--- config.mk ---
export PLATFORM = sky130hd
export DESIGN_NAME = wear_level_slot_manager
export DESIGN_NICKNAME = d
export VERILOG_FILES = /design/src/rtl/wlsm_pkg.sv /design/src/rtl/wlsm_dp.sv /design/src/rtl/wlsm_ctrl.sv /design/src/rtl/wear_level_slot_manager.sv
export SDC_FILE = /design/constraint.sdc
export NUM_CORES = 2
export LEC_CHECK = 0
export ABC_AREA = 1
export BUFFER_PORTS_ARGS = -buffer_cell sky130_fd_sc_hd__clkbuf_2
export CAP_MARGIN = 20
export CELL_PAD_IN_SITES_DETAIL_PLACEMENT = 1
export CELL_PAD_IN_SITES_GLOBAL_PLACEMENT = 1
export CORE_MARGIN = 2
export CORE_UTILIZATION = 43
export DETAILED_ROUTE_END_ITERATION = 10
export PLACE_DENSITY = 0.84
export REMOVE_ABC_BUFFERS = 1
export SYNTH_ARGS = -nofsm -noshare
export SYNTH_HDL_FRONTEND = slang
export SYNTH_HIERARCHICAL = 1
export SYNTH_SLANG_ARGS = --single-unit
--- constraint.sdc ---
create_clock -name clk -period 28.2 [get_ports clk]
set_input_delay 4.23 -clock clk [delete_from_list [all_inputs] [get_ports clk]]
set_output_delay 4.23 -clock clk [all_outputs]
set_load 0.05 [all_outputs]
--- src/rtl/wlsm_pkg.sv ---
`timescale 1ns / 1ps
`default_nettype none
// ----------------------------------------------------------------------------
// Wear-level slot manager package
// Item types, action and status codes, and the command and status bundles
// between the controller and the datapath.
// ----------------------------------------------------------------------------
package wlsm_pkg;

  localparam int MAX_SLOTS = 16;
  localparam int SLOT_W    = 4;
  localparam int NUM_W     = SLOT_W + 1;
  localparam int CFG_W     = 5;
  localparam int CNT_W     = 32;

  localparam logic [CNT_W-1:0] CNT_MAX     = '1;
  localparam logic [CFG_W-1:0] SLOTS_RESET = CFG_W'(2);
  localparam logic [NUM_W-1:0] SLOTS_MIN   = NUM_W'(2);
  localparam logic [NUM_W-1:0] SLOTS_MAX   = NUM_W'(MAX_SLOTS);

  // action codes
  localparam logic [2:0] ACT_SCAN       = 3'd0;
  localparam logic [2:0] ACT_SCAN_DONE  = 3'd1;
  localparam logic [2:0] ACT_COMMIT_REQ = 3'd2;
  localparam logic [2:0] ACT_COMMIT_RPT = 3'd3;
  localparam logic [2:0] ACT_STATS      = 3'd4;

  // status codes
  localparam logic [2:0] ST_DONE     = 3'd0;
  localparam logic [2:0] ST_PROGRAM  = 3'd1;
  localparam logic [2:0] ST_OVERFLOW = 3'd2;
  localparam logic [2:0] ST_FAILED   = 3'd3;
  localparam logic [2:0] ST_BAD      = 3'd4;

  typedef struct packed {
    logic [2:0]        action;
    logic [SLOT_W-1:0] slot_index;
    logic              header_valid;
    logic              data_valid;
    logic [CNT_W-1:0]  slot_generation;
    logic [CNT_W-1:0]  slot_erase_count;
    logic              erase_ok;
    logic              program_ok;
  } in_item_t;

  typedef struct packed {
    logic [2:0]        status;
    logic [SLOT_W-1:0] target_slot;
    logic [CNT_W-1:0]  target_generation;
    logic [CNT_W-1:0]  target_erase_count;
    logic [SLOT_W-1:0] cur_slot;
    logic [CNT_W-1:0]  generation;
    logic [CNT_W-1:0]  fail_total;
    logic [CNT_W-1:0]  erase_min;
    logic [CNT_W-1:0]  erase_max;
    logic [CNT_W-1:0]  erase_sum;
  } out_item_t;

  typedef struct packed {
    logic load;
    logic scan;
    logic bad;
    logic sel_zero;
    logic mod_init;
    logic mod_step;
    logic walk_init;
    logic walk_issue;
    logic rd_sel;
    logic rd_pend;
    logic commit;
    logic report;
  } dp_cmd_t;

  typedef struct packed {
    logic [2:0] action;
    logic       sidx_bad;
    logic       found;
    logic       pending;
    logic       mod_done;
    logic       walk_last;
  } dp_stat_t;

endpackage
`default_nettype wire

--- src/rtl/wlsm_dp.sv ---
`timescale 1ns / 1ps
`default_nettype none
// ----------------------------------------------------------------------------
// Wear-level slot manager datapath
// Erase count memory, slot state, slot walk with least-count search and
// stats accumulation, commit and report update, result assembly.
// ----------------------------------------------------------------------------
module wlsm_dp import wlsm_pkg::*; (
  input  wire logic             clk,
  input  wire logic             rst_n,
  input  wire in_item_t         in_item,
  input  wire logic             cfg_we,
  input  wire logic [CFG_W-1:0] cfg_slots,
  input  wire dp_cmd_t          cmd,
  output dp_stat_t              stat,
  output out_item_t             res_item
);

  // configuration and slot state
  logic [CFG_W-1:0]  slots_cfg_r;
  logic [SLOT_W-1:0] active_r;
  logic [CNT_W-1:0]  gen_r;
  logic [CNT_W-1:0]  fail_r;
  logic              found_r;
  logic              pend_valid_r;
  logic [SLOT_W-1:0] pend_slot_r;
  logic [CNT_W-1:0]  pend_gen_r;

  // item and working registers
  in_item_t          item_r;
  logic [NUM_W-1:0]  mod_r;
  logic [SLOT_W-1:0] walk_idx_r;
  logic [NUM_W-1:0]  left_r;
  logic [SLOT_W-1:0] sel_r;
  logic [CNT_W-1:0]  best_r;
  logic [CNT_W-1:0]  min_r;
  logic [CNT_W-1:0]  max_r;
  logic [CNT_W-1:0]  tot_r;
  logic [2:0]        res_status_r;
  logic [SLOT_W-1:0] res_slot_r;
  logic [CNT_W-1:0]  res_gen_r;
  logic [CNT_W-1:0]  res_cnt_r;

  // erase count memory
  logic [CNT_W-1:0]     mem [MAX_SLOTS];
  logic [MAX_SLOTS-1:0] vld_r;
  logic [CNT_W-1:0]     raw_r;
  logic                 hit_r;
  logic                 rd_walk_r;
  logic [SLOT_W-1:0]    rd_tag_r;

  logic [NUM_W-1:0]  n_slots;
  logic              is_stats;
  logic              rd_en;
  logic [SLOT_W-1:0] rd_addr;
  logic              we;
  logic [SLOT_W-1:0] wr_addr;
  logic [CNT_W-1:0]  wr_data;
  logic [CNT_W-1:0]  cnt_rd;
  logic [CNT_W-1:0]  cnt_inc;
  logic [CNT_W-1:0]  gen_diff;
  logic              newer;
  logic              adopt;
  logic [CNT_W:0]    tot_sum;
  logic [SLOT_W-1:0] walk_start;
  logic [SLOT_W-1:0] walk_idx_nxt;
  logic [CNT_W-1:0]  req_gen;
  logic              req_ovf;
  logic              rpt_fail;

  always_comb begin
    if (slots_cfg_r > CFG_W'(MAX_SLOTS)) begin
      n_slots = SLOTS_MAX;
    end else if (NUM_W'(slots_cfg_r) < SLOTS_MIN) begin
      n_slots = SLOTS_MIN;
    end else begin
      n_slots = NUM_W'(slots_cfg_r);
    end
  end

  assign is_stats = (item_r.action == ACT_STATS);

  assign stat.action    = item_r.action;
  assign stat.sidx_bad  = ({1'b0, item_r.slot_index} >= n_slots);
  assign stat.found     = found_r;
  assign stat.pending   = pend_valid_r;
  assign stat.mod_done  = (mod_r < n_slots);
  assign stat.walk_last = (left_r == NUM_W'(1));

  assign cnt_rd  = hit_r ? raw_r : '0;
  assign cnt_inc = (cnt_rd == CNT_MAX) ? CNT_MAX : cnt_rd + CNT_W'(1);

  assign gen_diff = item_r.slot_generation - gen_r;
  assign newer    = (gen_diff != '0) && !gen_diff[CNT_W-1];
  assign adopt    = item_r.header_valid && item_r.data_valid && (!found_r || newer);

  assign tot_sum = {1'b0, tot_r} + {1'b0, cnt_rd};

  assign walk_start   = is_stats ? '0 : mod_r[SLOT_W-1:0];
  assign walk_idx_nxt = (({1'b0, walk_idx_r} + NUM_W'(1)) == n_slots) ? '0
                                                                      : walk_idx_r + SLOT_W'(1);

  assign req_gen  = (item_r.action == ACT_SCAN_DONE) ? CNT_W'(1) : gen_r + CNT_W'(1);
  assign req_ovf  = (cnt_rd == CNT_MAX);
  assign rpt_fail = !item_r.erase_ok || !item_r.program_ok;

  // one read port, one write port
  assign rd_en   = cmd.walk_issue || cmd.rd_sel || cmd.rd_pend;
  assign rd_addr = cmd.walk_issue ? walk_idx_r : (cmd.rd_sel ? sel_r : pend_slot_r);
  assign we      = (cmd.scan && item_r.header_valid) || (cmd.report && item_r.erase_ok);
  assign wr_addr = cmd.scan ? item_r.slot_index : pend_slot_r;
  assign wr_data = cmd.scan ? item_r.slot_erase_count : cnt_inc;

  always_ff @(posedge clk) begin
    if (we) begin
      mem[wr_addr] <= wr_data;
    end
    if (rd_en) begin
      raw_r <= mem[rd_addr];
      hit_r <= vld_r[rd_addr];
    end
    rd_tag_r <= walk_idx_r;
  end

  always_ff @(posedge clk) begin
    if (!rst_n) begin
      vld_r     <= '0;
      rd_walk_r <= 1'b0;
    end else begin
      if (we) begin
        vld_r[wr_addr] <= 1'b1;
      end
      rd_walk_r <= cmd.walk_issue;
    end
  end

  // slot state
  always_ff @(posedge clk) begin
    if (!rst_n) begin
      slots_cfg_r  <= SLOTS_RESET;
      active_r     <= '0;
      gen_r        <= '0;
      fail_r       <= '0;
      found_r      <= 1'b0;
      pend_valid_r <= 1'b0;
      pend_slot_r  <= '0;
      pend_gen_r   <= '0;
    end else begin
      if (cfg_we) begin
        slots_cfg_r <= cfg_slots;
      end
      if (cmd.scan && adopt) begin
        found_r  <= 1'b1;
        active_r <= item_r.slot_index;
        gen_r    <= item_r.slot_generation;
      end
      if (cmd.commit) begin
        pend_valid_r <= !req_ovf;
        pend_slot_r  <= sel_r;
        pend_gen_r   <= req_gen;
        if (req_ovf) begin
          fail_r <= fail_r + CNT_W'(1);
        end
      end
      if (cmd.report) begin
        pend_valid_r <= 1'b0;
        if (rpt_fail) begin
          fail_r <= fail_r + CNT_W'(1);
        end else begin
          active_r <= pend_slot_r;
          gen_r    <= pend_gen_r;
          found_r  <= 1'b1;
        end
      end
    end
  end

  // item, walk and result registers
  always_ff @(posedge clk) begin
    if (cmd.load) begin
      item_r       <= in_item;
      res_status_r <= ST_DONE;
      res_slot_r   <= '0;
      res_gen_r    <= '0;
      res_cnt_r    <= '0;
    end
    if (cmd.bad) begin
      res_status_r <= ST_BAD;
    end
    if (cmd.sel_zero) begin
      sel_r <= '0;
    end
    if (cmd.mod_init) begin
      mod_r <= {1'b0, active_r} + NUM_W'(1);
    end
    if (cmd.mod_step) begin
      mod_r <= mod_r - n_slots;
    end
    if (cmd.walk_init) begin
      walk_idx_r <= walk_start;
      left_r     <= n_slots;
      sel_r      <= walk_start;
      best_r     <= CNT_MAX;
      min_r      <= CNT_MAX;
      max_r      <= '0;
      tot_r      <= '0;
    end
    if (cmd.walk_issue) begin
      walk_idx_r <= walk_idx_nxt;
      left_r     <= left_r - NUM_W'(1);
    end
    // fold in the count read on the previous cycle
    if (rd_walk_r) begin
      if (is_stats) begin
        tot_r <= tot_sum[CNT_W] ? CNT_MAX : tot_sum[CNT_W-1:0];
        if (cnt_rd < min_r) begin
          min_r <= cnt_rd;
        end
        if (cnt_rd > max_r) begin
          max_r <= cnt_rd;
        end
      end else if ((rd_tag_r != active_r) && (cnt_rd < best_r)) begin
        best_r <= cnt_rd;
        sel_r  <= rd_tag_r;
      end
    end
    if (cmd.commit) begin
      if (req_ovf) begin
        res_status_r <= ST_OVERFLOW;
      end else begin
        res_status_r <= ST_PROGRAM;
        res_slot_r   <= sel_r;
        res_gen_r    <= req_gen;
        res_cnt_r    <= cnt_rd + CNT_W'(1);
      end
    end
    if (cmd.report && rpt_fail) begin
      res_status_r <= ST_FAILED;
    end
  end

  assign res_item.status             = res_status_r;
  assign res_item.target_slot        = res_slot_r;
  assign res_item.target_generation  = res_gen_r;
  assign res_item.target_erase_count = res_cnt_r;
  assign res_item.cur_slot           = active_r;
  assign res_item.generation         = gen_r;
  assign res_item.fail_total         = fail_r;
  assign res_item.erase_min          = is_stats ? min_r : '0;
  assign res_item.erase_max          = is_stats ? max_r : '0;
  assign res_item.erase_sum          = is_stats ? tot_r : '0;

endmodule
`default_nettype wire

--- src/rtl/wlsm_ctrl.sv ---
`timescale 1ns / 1ps
`default_nettype none
// ----------------------------------------------------------------------------
// Wear-level slot manager controller
// Sequences one item at a time: decode, slot walk, commit and report steps,
// and hand-off of the result to the output register.
// ----------------------------------------------------------------------------
module wlsm_ctrl import wlsm_pkg::*; (
  input  wire logic     clk,
  input  wire logic     rst_n,
  input  wire logic     in_valid,
  output logic          in_ready,
  input  wire logic     out_free,
  output logic          emit,
  input  wire dp_stat_t stat,
  output dp_cmd_t       cmd
);

  typedef enum logic [8:0] {
    S_IDLE   = 9'b000000001,
    S_DECODE = 9'b000000010,
    S_MOD    = 9'b000000100,
    S_WALK   = 9'b000001000,
    S_DRAIN  = 9'b000010000,
    S_CRD    = 9'b000100000,
    S_CMT    = 9'b001000000,
    S_RPT    = 9'b010000000,
    S_FIN    = 9'b100000000
  } state_t;

  state_t state_r;
  state_t state_nxt;

  always_ff @(posedge clk) begin
    if (!rst_n) begin
      state_r <= S_IDLE;
    end else begin
      state_r <= state_nxt;
    end
  end

  always_comb begin
    state_nxt = state_r;
    cmd       = '0;
    in_ready  = 1'b0;
    emit      = 1'b0;
    case (state_r)
      S_IDLE: begin
        in_ready = 1'b1;
        if (in_valid) begin
          cmd.load  = 1'b1;
          state_nxt = S_DECODE;
        end
      end
      S_DECODE: begin
        case (stat.action)
          ACT_SCAN: begin
            if (stat.sidx_bad) begin
              cmd.bad = 1'b1;
            end else begin
              cmd.scan = 1'b1;
            end
            state_nxt = S_FIN;
          end
          ACT_SCAN_DONE: begin
            if (stat.found) begin
              state_nxt = S_FIN;
            end else begin
              cmd.sel_zero = 1'b1;
              state_nxt    = S_CRD;
            end
          end
          ACT_COMMIT_REQ: begin
            cmd.mod_init = 1'b1;
            state_nxt    = S_MOD;
          end
          ACT_COMMIT_RPT: begin
            if (stat.pending) begin
              cmd.rd_pend = 1'b1;
              state_nxt   = S_RPT;
            end else begin
              cmd.bad   = 1'b1;
              state_nxt = S_FIN;
            end
          end
          ACT_STATS: begin
            cmd.walk_init = 1'b1;
            state_nxt     = S_WALK;
          end
          default: begin
            cmd.bad   = 1'b1;
            state_nxt = S_FIN;
          end
        endcase
      end
      S_MOD: begin
        // reduce active + 1 to a slot in use, then start the walk there
        if (stat.mod_done) begin
          cmd.walk_init = 1'b1;
          state_nxt     = S_WALK;
        end else begin
          cmd.mod_step = 1'b1;
        end
      end
      S_WALK: begin
        cmd.walk_issue = 1'b1;
        if (stat.walk_last) begin
          state_nxt = S_DRAIN;
        end
      end
      S_DRAIN: begin
        state_nxt = (stat.action == ACT_STATS) ? S_FIN : S_CRD;
      end
      S_CRD: begin
        cmd.rd_sel = 1'b1;
        state_nxt  = S_CMT;
      end
      S_CMT: begin
        cmd.commit = 1'b1;
        state_nxt  = S_FIN;
      end
      S_RPT: begin
        cmd.report = 1'b1;
        state_nxt  = S_FIN;
      end
      S_FIN: begin
        if (out_free) begin
          emit      = 1'b1;
          state_nxt = S_IDLE;
        end
      end
      default: begin
        state_nxt = S_IDLE;
      end
    endcase
  end

endmodule
`default_nettype wire

--- src/rtl/wear_level_slot_manager.sv ---
`timescale 1ns / 1ps
`default_nettype none
// ----------------------------------------------------------------------------
// Wear-level slot manager
// Erase count bookkeeping and target slot choice for rotating flash slots.
// ----------------------------------------------------------------------------
// Usage:
//   in_*  : one action item per handshake (scan, scan done, commit request,
//           commit report, stats query). One item is worked at a time.
//   out_* : exactly one result item per input item, held in an output
//           register until taken; the next input item is accepted while it
//           waits.
//   cfg_* : slots-in-use write, always ready; write only while idle.
// Steps per item, n = slots in use (2..16):
//   scan, scan done with a slot found, bad action: decode only
//   commit report: report step; scan done without a slot found: commit step
//   stats query: walk over n slots (one erase counter read per cycle)
//   commit request: reduce active+1 below n, walk, counter read, commit;
//   the walk reads one counter per cycle from the memory.
// A new item is taken only after the last one is handed off; a stalled
// receiver holds the finished item in the controller's final state.
// Reset clears all erase counts (per-slot valid bits), slot state and the
// output valid flag; the slots-in-use setting returns to 2.
// ----------------------------------------------------------------------------
module wear_level_slot_manager import wlsm_pkg::*; (
  input  wire logic             clk,
  input  wire logic             rst_n,
  input  wire logic             in_valid,
  output logic                  in_ready,
  input  wire in_item_t         in_item,
  output logic                  out_valid,
  input  wire logic             out_ready,
  output out_item_t             out_item,
  input  wire logic             cfg_valid,
  output logic                  cfg_ready,
  input  wire logic [CFG_W-1:0] cfg_slots
);

  dp_cmd_t   cmd;
  dp_stat_t  stat;
  out_item_t res_item;
  logic      emit;
  logic      out_free;
  logic      out_valid_r;
  out_item_t out_item_r;

  assign cfg_ready = 1'b1;
  assign out_free  = !out_valid_r || out_ready;

  wlsm_ctrl u_ctrl (
    .clk      (clk),
    .rst_n    (rst_n),
    .in_valid (in_valid),
    .in_ready (in_ready),
    .out_free (out_free),
    .emit     (emit),
    .stat     (stat),
    .cmd      (cmd)
  );

  wlsm_dp u_dp (
    .clk       (clk),
    .rst_n     (rst_n),
    .in_item   (in_item),
    .cfg_we    (cfg_valid && cfg_ready),
    .cfg_slots (cfg_slots),
    .cmd       (cmd),
    .stat      (stat),
    .res_item  (res_item)
  );

  // output register
  always_ff @(posedge clk) begin
    if (!rst_n) begin
      out_valid_r <= 1'b0;
    end else if (emit) begin
      out_valid_r <= 1'b1;
    end else if (out_ready) begin
      out_valid_r <= 1'b0;
    end
  end

  always_ff @(posedge clk) begin
    if (emit) begin
      out_item_r <= res_item;
    end
  end

  assign out_valid = out_valid_r;
  assign out_item  = out_item_r;

  a_no_overwrite: assert property (@(posedge clk) disable iff (!rst_n)
    emit |-> (!out_valid_r || out_ready))
    else $error("result overwritten before it was taken");

  a_one_at_a_time: assert property (@(posedge clk) disable iff (!rst_n)
    (in_valid && in_ready) |=> !in_ready)
    else $error("second item accepted while one is in progress");

  a_status_code: assert property (@(posedge clk) disable iff (!rst_n)
    out_valid |-> (out_item.status <= ST_BAD))
    else $error("undefined status code");

  a_target_zero: assert property (@(posedge clk) disable iff (!rst_n)
    (out_valid && (out_item.status != ST_PROGRAM)) |->
      ((out_item.target_slot == '0) && (out_item.target_erase_count == '0)))
    else $error("target fields set without a program target");

endmodule
`default_nettype wire
# Word-level counts from Yosys, hierarchy flattened

Memory sizes are Yosys's and may differ from the RTL's. A register that Yosys moved wholly into a read port is not among the register bits.
Cells that the tools add are included.
Widths: inputs -> output; s select.

Register bits: 670
Memory bits (writable): 512
Bits of input ports: 85
Memories: 1

Add/sub/neg operators: 10
Mux-type cells: 107
Equal/unequal tests: 21
$lt $le $gt $ge: 10
Reduce and logical (&&, ||, !) cells: 31
Bitwise operators: 2

Memory list:

| memory   | depth | width | rd ports | clocked after memory_dff | write ports | line          | text |
|---|---|---|---|---|---|---|---|
| u_dp.mem | 16    | 32    | 1        | 1                        | 1           | wlsm_dp.sv:45 | `logic [CNT_W-1:0] mem [MAX_SLOTS];` |

Operators by type and width:

| cell                  | number |
|---|---|
| $mux 32               | 33 |
| $add 32x1->32 const B | 3 |
| $mux 4                | 19 |
| $pmux 9 s8            | 1 |
| $lt 32x32->1          | 2 |
| $mux 9                | 7 |
| $pmux 9 s4            | 1 |
| $add 32x32->33        | 1 |
| $eq 32x32->1 const B  | 1 |
| $gt 32x32->1          | 1 |
| $mux 1                | 32 |
| $reduce_bool 32->1    | 1 |
| $sub 32x32->32        | 1 |
| $mux 5                | 6 |
| $or 16x16->16         | 1 |
| $add 4x1->5 const B   | 2 |
| $lt 4x5->1 const B    | 2 |
| $eq 9x1->1 const B    | 1 |
| $eq 9x2->1 const B    | 1 |
| $eq 9x3->1 const B    | 1 |
| $eq 9x4->1 const B    | 1 |
| $eq 9x5->1 const B    | 1 |
| $eq 9x6->1 const B    | 1 |
| $eq 9x7->1 const B    | 1 |
| other kinds (33)      | 60 |

# Longest topological paths before layout

Word-level depth: 13
Gate-level depth with buffers: 25
Depth with buffers taken out: 24

# Cells and area by module

Netlist, hierarchy kept.

Modules (own cells, without submodules):

| module                  | times used | area each (um^2) | sequential area each (um^2) | cells an instance |
|---|---|---|---|---|
| wlsm_dp                 | 1          | 46973.8          | 25744.7                     | 5221 |
| wear_level_slot_manager | 1          | 7114.3           | 7076.8                      | 243 |
| wlsm_ctrl               | 1          | 869.6            | 180.2                       | 147 |

# Worst setup path after synthesis

OpenSTA, ideal clock, no wires.

Kind: input -> register
Start: input port out_ready
End: register out_valid_r (netlist: out_valid)
Path slack: -0.056 ns
Stages: 6
Data required time: 28.069 ns
Arrival: 28.125 ns
Path through: inv_1 -> nand2_2 -> inv_1 -> nor4_1 -> inv_1 -> a21oi_2

Cells in the longest elaborated chain, start to end: 4
Elaborated cells between the ends (all ways): 5
Those cells by class: mux (3); reduce/logical (2)

Ends and longest elaborated chain:

| item                                        | line                          | text |
|---|---|---|
| from (decl)                                 | wear_level_slot_manager.sv:32 | `input wire logic out_ready,` |
| $logic_or 1x1->1 (*)                        | wear_level_slot_manager.sv:48 | `assign out_free = !out_valid_r \|\| out_ready;` |
| net out_free                                | wear_level_slot_manager.sv:43 | `logic out_free;` |
| $mux 1 (*)                                  | wlsm_ctrl.sv:127              | `if (out_free) begin` |
| $mux 1 (*)                                  | wlsm_ctrl.sv:47               | `case (state_r)` |
| net emit                                    | wear_level_slot_manager.sv:42 | `logic emit;` |
| $mux 1 or $reduce_bool 2->1 (tied branches) | -                             |  |
| to (signal assigned)                        | wear_level_slot_manager.sv:75 | `out_valid_r <= 1'b0;` |
| to (signal assigned)                        | wear_level_slot_manager.sv:77 | `out_valid_r <= 1'b1;` |
| to (signal assigned)                        | wear_level_slot_manager.sv:79 | `out_valid_r <= 1'b0;` |
| to (decl)                                   | wear_level_slot_manager.sv:44 | `logic out_valid_r;` |

The timed path passes the listed nets; every way through them passes the cells marked *.
A chain may end at the register's enable or synchronous reset.

# Worst setup path in the final report

Start: register u_ctrl.state_r[2]
End: output port in_ready

Cells in the longest elaborated chain, start to end: 2

Ends and longest elaborated chain:

| item                   | line                          | text |
|---|---|---|
| from (decl)            | wlsm_ctrl.sv:31               | `state_t state_r;` |
| from (signal assigned) | wlsm_ctrl.sv:38               | `state_r <= state_nxt;` |
| $eq 9x1->1             | wlsm_ctrl.sv:47               |  |
| $mux 1                 | wlsm_ctrl.sv:47               |  |
| to (decl)              | wear_level_slot_manager.sv:29 | `output logic in_ready,` |

Every way passes these cells.

==> impl_results.md <==
* Power Density at around 70 nW/um^2
* Hold buffers post-CTS at 0
* Asr flop ratio synth at 0%
* Met3 GRT Util at under 10%
* Largest family of logic cells by synthesized area: simple AND/OR/NAND/NOR gates
* CP dominant cell by count: nor2_2
* Adder-Cell Fraction of Synth Area at 4.05%
* Pins Over Slew Limit at 0
* Warnings, synthesis at 6
* Most common cell in the netlist: nand2_1
* Worst-path clk slew at 0.07 ns
* Clock tree buffer depth at 3
* Leading area contributor after synthesis: edfxtp_1
* GRT Total Usage at 26.8%
* Row cnt at 131
* Port buffer count at between 300 and 400
* CP Cell Sequence: nor2_2, nand3_1, nor2_2, clkbuf_2
* Ports at roughly 320
* Simple-gate share of the synthesized area at 16.5%
* Worst Clk Skew at between 0.03 and 0.04 ns
* Yosys top cell area share at 47.5%
* Initial antenna violation count at 8
* Vias in the first global route at 44.6k
* Share of layout cells above drive strength 1 at 12.1%
* Chip Width at between 300 and 400 um
* DRT Pass-1 Iters at 5
* Final setup TNS at 0 ns
* Crit-path max cell delay at 0.35 ns
* Post-Syn Area per Cell at 9.79 sq um
* Final setup fails at 0
* CTS Root Cell: clkbuf_16
* Reg2reg path depth at 13
* Mapped Area at 55,000 sq um
* Slew HR at 20.6%
* GPL Wtd Cong at 0.921
* Most used routing layer: met2
* #FFs+latches synth at 1,214
* Fin. Hold Viols at 0
* H-tree Lvls at 4
* Most used flip-flop cell after synthesis: edfxtp_1
* Initial core utilization at 43.2%
* Inserted Clock Buffers at 133
* Num Clock Sinks at between 1k and 1.5k
* Detailed Route Iter0 Violations at approximately 3.8k
* CP required at 23.97 ns
* Post-synthesis sequential area ratio at 60.0%
* Post-route ant nets at 0
* Gate Count Post-Synth at 5,611
* RSZ-0062 raised after global routing: false
* Worst-margin pin slew at 1.19 ns
* MaxCap Viol Count at 0
* Critical Path Start Type: flop
* DP HPWL at 116,000 um
* Post-CTS Setup Inserts at 0
* Post-synthesis mux area share at less than 1%
* Remaining Overflow, GRT at 0
* CP Capture Type: primary output
* Final core utilization at about half
* Crit share post-route at between 20% and 30%
* Status: completed
* Arr. time, crit path at 2.07 ns
* Die Area at 131,000 sq um
* Slowest stage cell, crit path: dfxtp_1
* Routing usage on met2 at 44.6%
* CTS tree: yes
* Leak at 25.3 nW
* Final wirelength at 178,000 um
* Core footprint at 127,000 sq um
* Setup CP Type: reg -> out
* Routed length per instance at 23.2 um
* Compound-Gate Fraction of Synth Area at roughly 10%
* Worst-path fanout max at 4
* Hold Path Class: reg -> reg
* Largest net degree at the start of global routing at about 100
* Fin crit period at 6.30 ns
* Vias per cell at 5.59
* Yosys cell types at 62
* Synth Area in XOR/XNOR at ~1.2%
* GR Layer Usage met1 at between 30% and 40%
* Max IR drop VDD at 0.0000585 V
* Commonest cells post-synth: nand2_1 (1,042), edfxtp_1 (869), inv_1 (780)
* Area grow syn2layout at 14.8%
* First-pass GRT wire length at 268,000 um
* Nets at 6,176
* Post-synth EDFFs at 869
* # diodes at 0
* Residual DRC count at 0
* Worst hold stages at 0
* Vias at 43.0k
* Die H at 362 um
* Fmax achieved at 0.159 GHz
* Area contributors post-synth: edfxtp_1 (47%), dfxtp_1 (13%), nand2_1 (7.1%)
* Clk_lat worst skew at 0.78 ns
* PostCTS Resize Cnt at 0
==> layout by cell type, fill, tap and decap left out, types with 7 or more instances in the layout <==
cell type	count
a21o_1	7
a21oi_1	222
and2_1	8
buf_4	81
bufinv_16	10
clkbuf_1	28
clkbuf_16	137
clkbuf_2	321
clkbuf_8	19
clkinv_1	11
clkinv_2	19
clkinvlp_4	8
dfxtp_1	345
edfxtp_1	869
ha_1	173
inv_1	776
inv_2	21
mux2i_1	48
nand2_1	1041
nand2_2	17
nand3_1	438
nand3b_1	9
nand4_1	42
nor2_1	420
nor2_2	17
nor2_4	26
nor3_1	57
nor4_1	18
o211ai_1	273
o21a_1	10
o21ai_0	357
o21ai_1	15
xnor2_1	15
xor2_1	63
==> registers in the layout, indices dropped and copies added, names as in the netlist, 32 cells and up <==
signal and count:
u_dp/res_cnt_r 32, u_dp/min_r 32, u_dp/raw_r 32, u_dp/fail_r 32, u_dp/tot_r 32, u_dp/best_r 32
u_dp/mem 512, u_dp/max_r 32, u_dp/item_r 72, u_dp/pend_gen_r 32, u_dp/res_gen_r 32, u_dp/gen_r 32
out_item 235
==> report_power, final <==
group / switching [mW] / internal (mW) / total (mW) / leakage, nW
sequential: 0.0488 / 1.97 / 2.02 / 10.7
clock: 0.763 / 1.05 / 1.81 / 2.21
combinational: 0.341 / 0.165 / 0.505 / 12.4
==> cell families after synthesis <==
family	Yosys count
simple gates	2120
flops	1214
buf+inv	1040
compound gates	934
fa+ha+maj	176
xor+xnor	78
mux	48
other cells	1
==> final cells by class <==
cell class,instances,area [sq um]
clock buffer,185,3800
clock inverter,59,737
fill,14280,64100
tap,1662,2080
sequential,1214,33000
timing repair buffer,404,2260
multi-input combinational,3357,18200
inverter,805,3030
==> worst max-delay path: cells and delay by family (launching register included) <==
family / cells / cell delay, ns
simple gates: 3 / 0.63
buf+inv: 1 / 0.32
flops: 1 / 0.35
==> layer usage <==
| metal | vias up | share of wire, % |
|---|---|---|
| li1 | 19669 | - |
| met1 | 21270 | 41 |
| met2 | 1575 | 48 |
| met3 | 452 | 6.3 |
| met4 | 10 | 5.1 |
| met5 | - | 0.031 |
==> worst paths after layout <==
| kind | to | slack, ns | from |
|---|---|---|---|
| worst max-delay path | in_ready | 21.90 | u_ctrl/state_r[2] |
| worst min-delay path | out_item[224] | 0.43 | u_dp/res_gen_r[28] |
| worst max register to register | u_dp/raw_r[12] | 22.02 | u_ctrl/state_r[1] |
| worst min register to register | out_item[224] | 0.43 | u_dp/res_gen_r[28] |
==> metrics by stage <==
step	std cells	total power [mW]	setup WS, ns	area, sq um	hold WS (ns)
2_1_floorplan	5376	2.40	-0.0565	54000	0.396
4_1_cts	7668	4.36	21.85	62900	0.431
3_3_place_gp	7423	2.53	21.40	58400	0.419
5_1_grt	7686	4.50	21.59	63100	0.445
6_report	7686	4.34	21.90	63100	0.427
3_5_place_dp	7424	2.55	21.33	58400	0.419
Power figures use the tool's default switching activity.
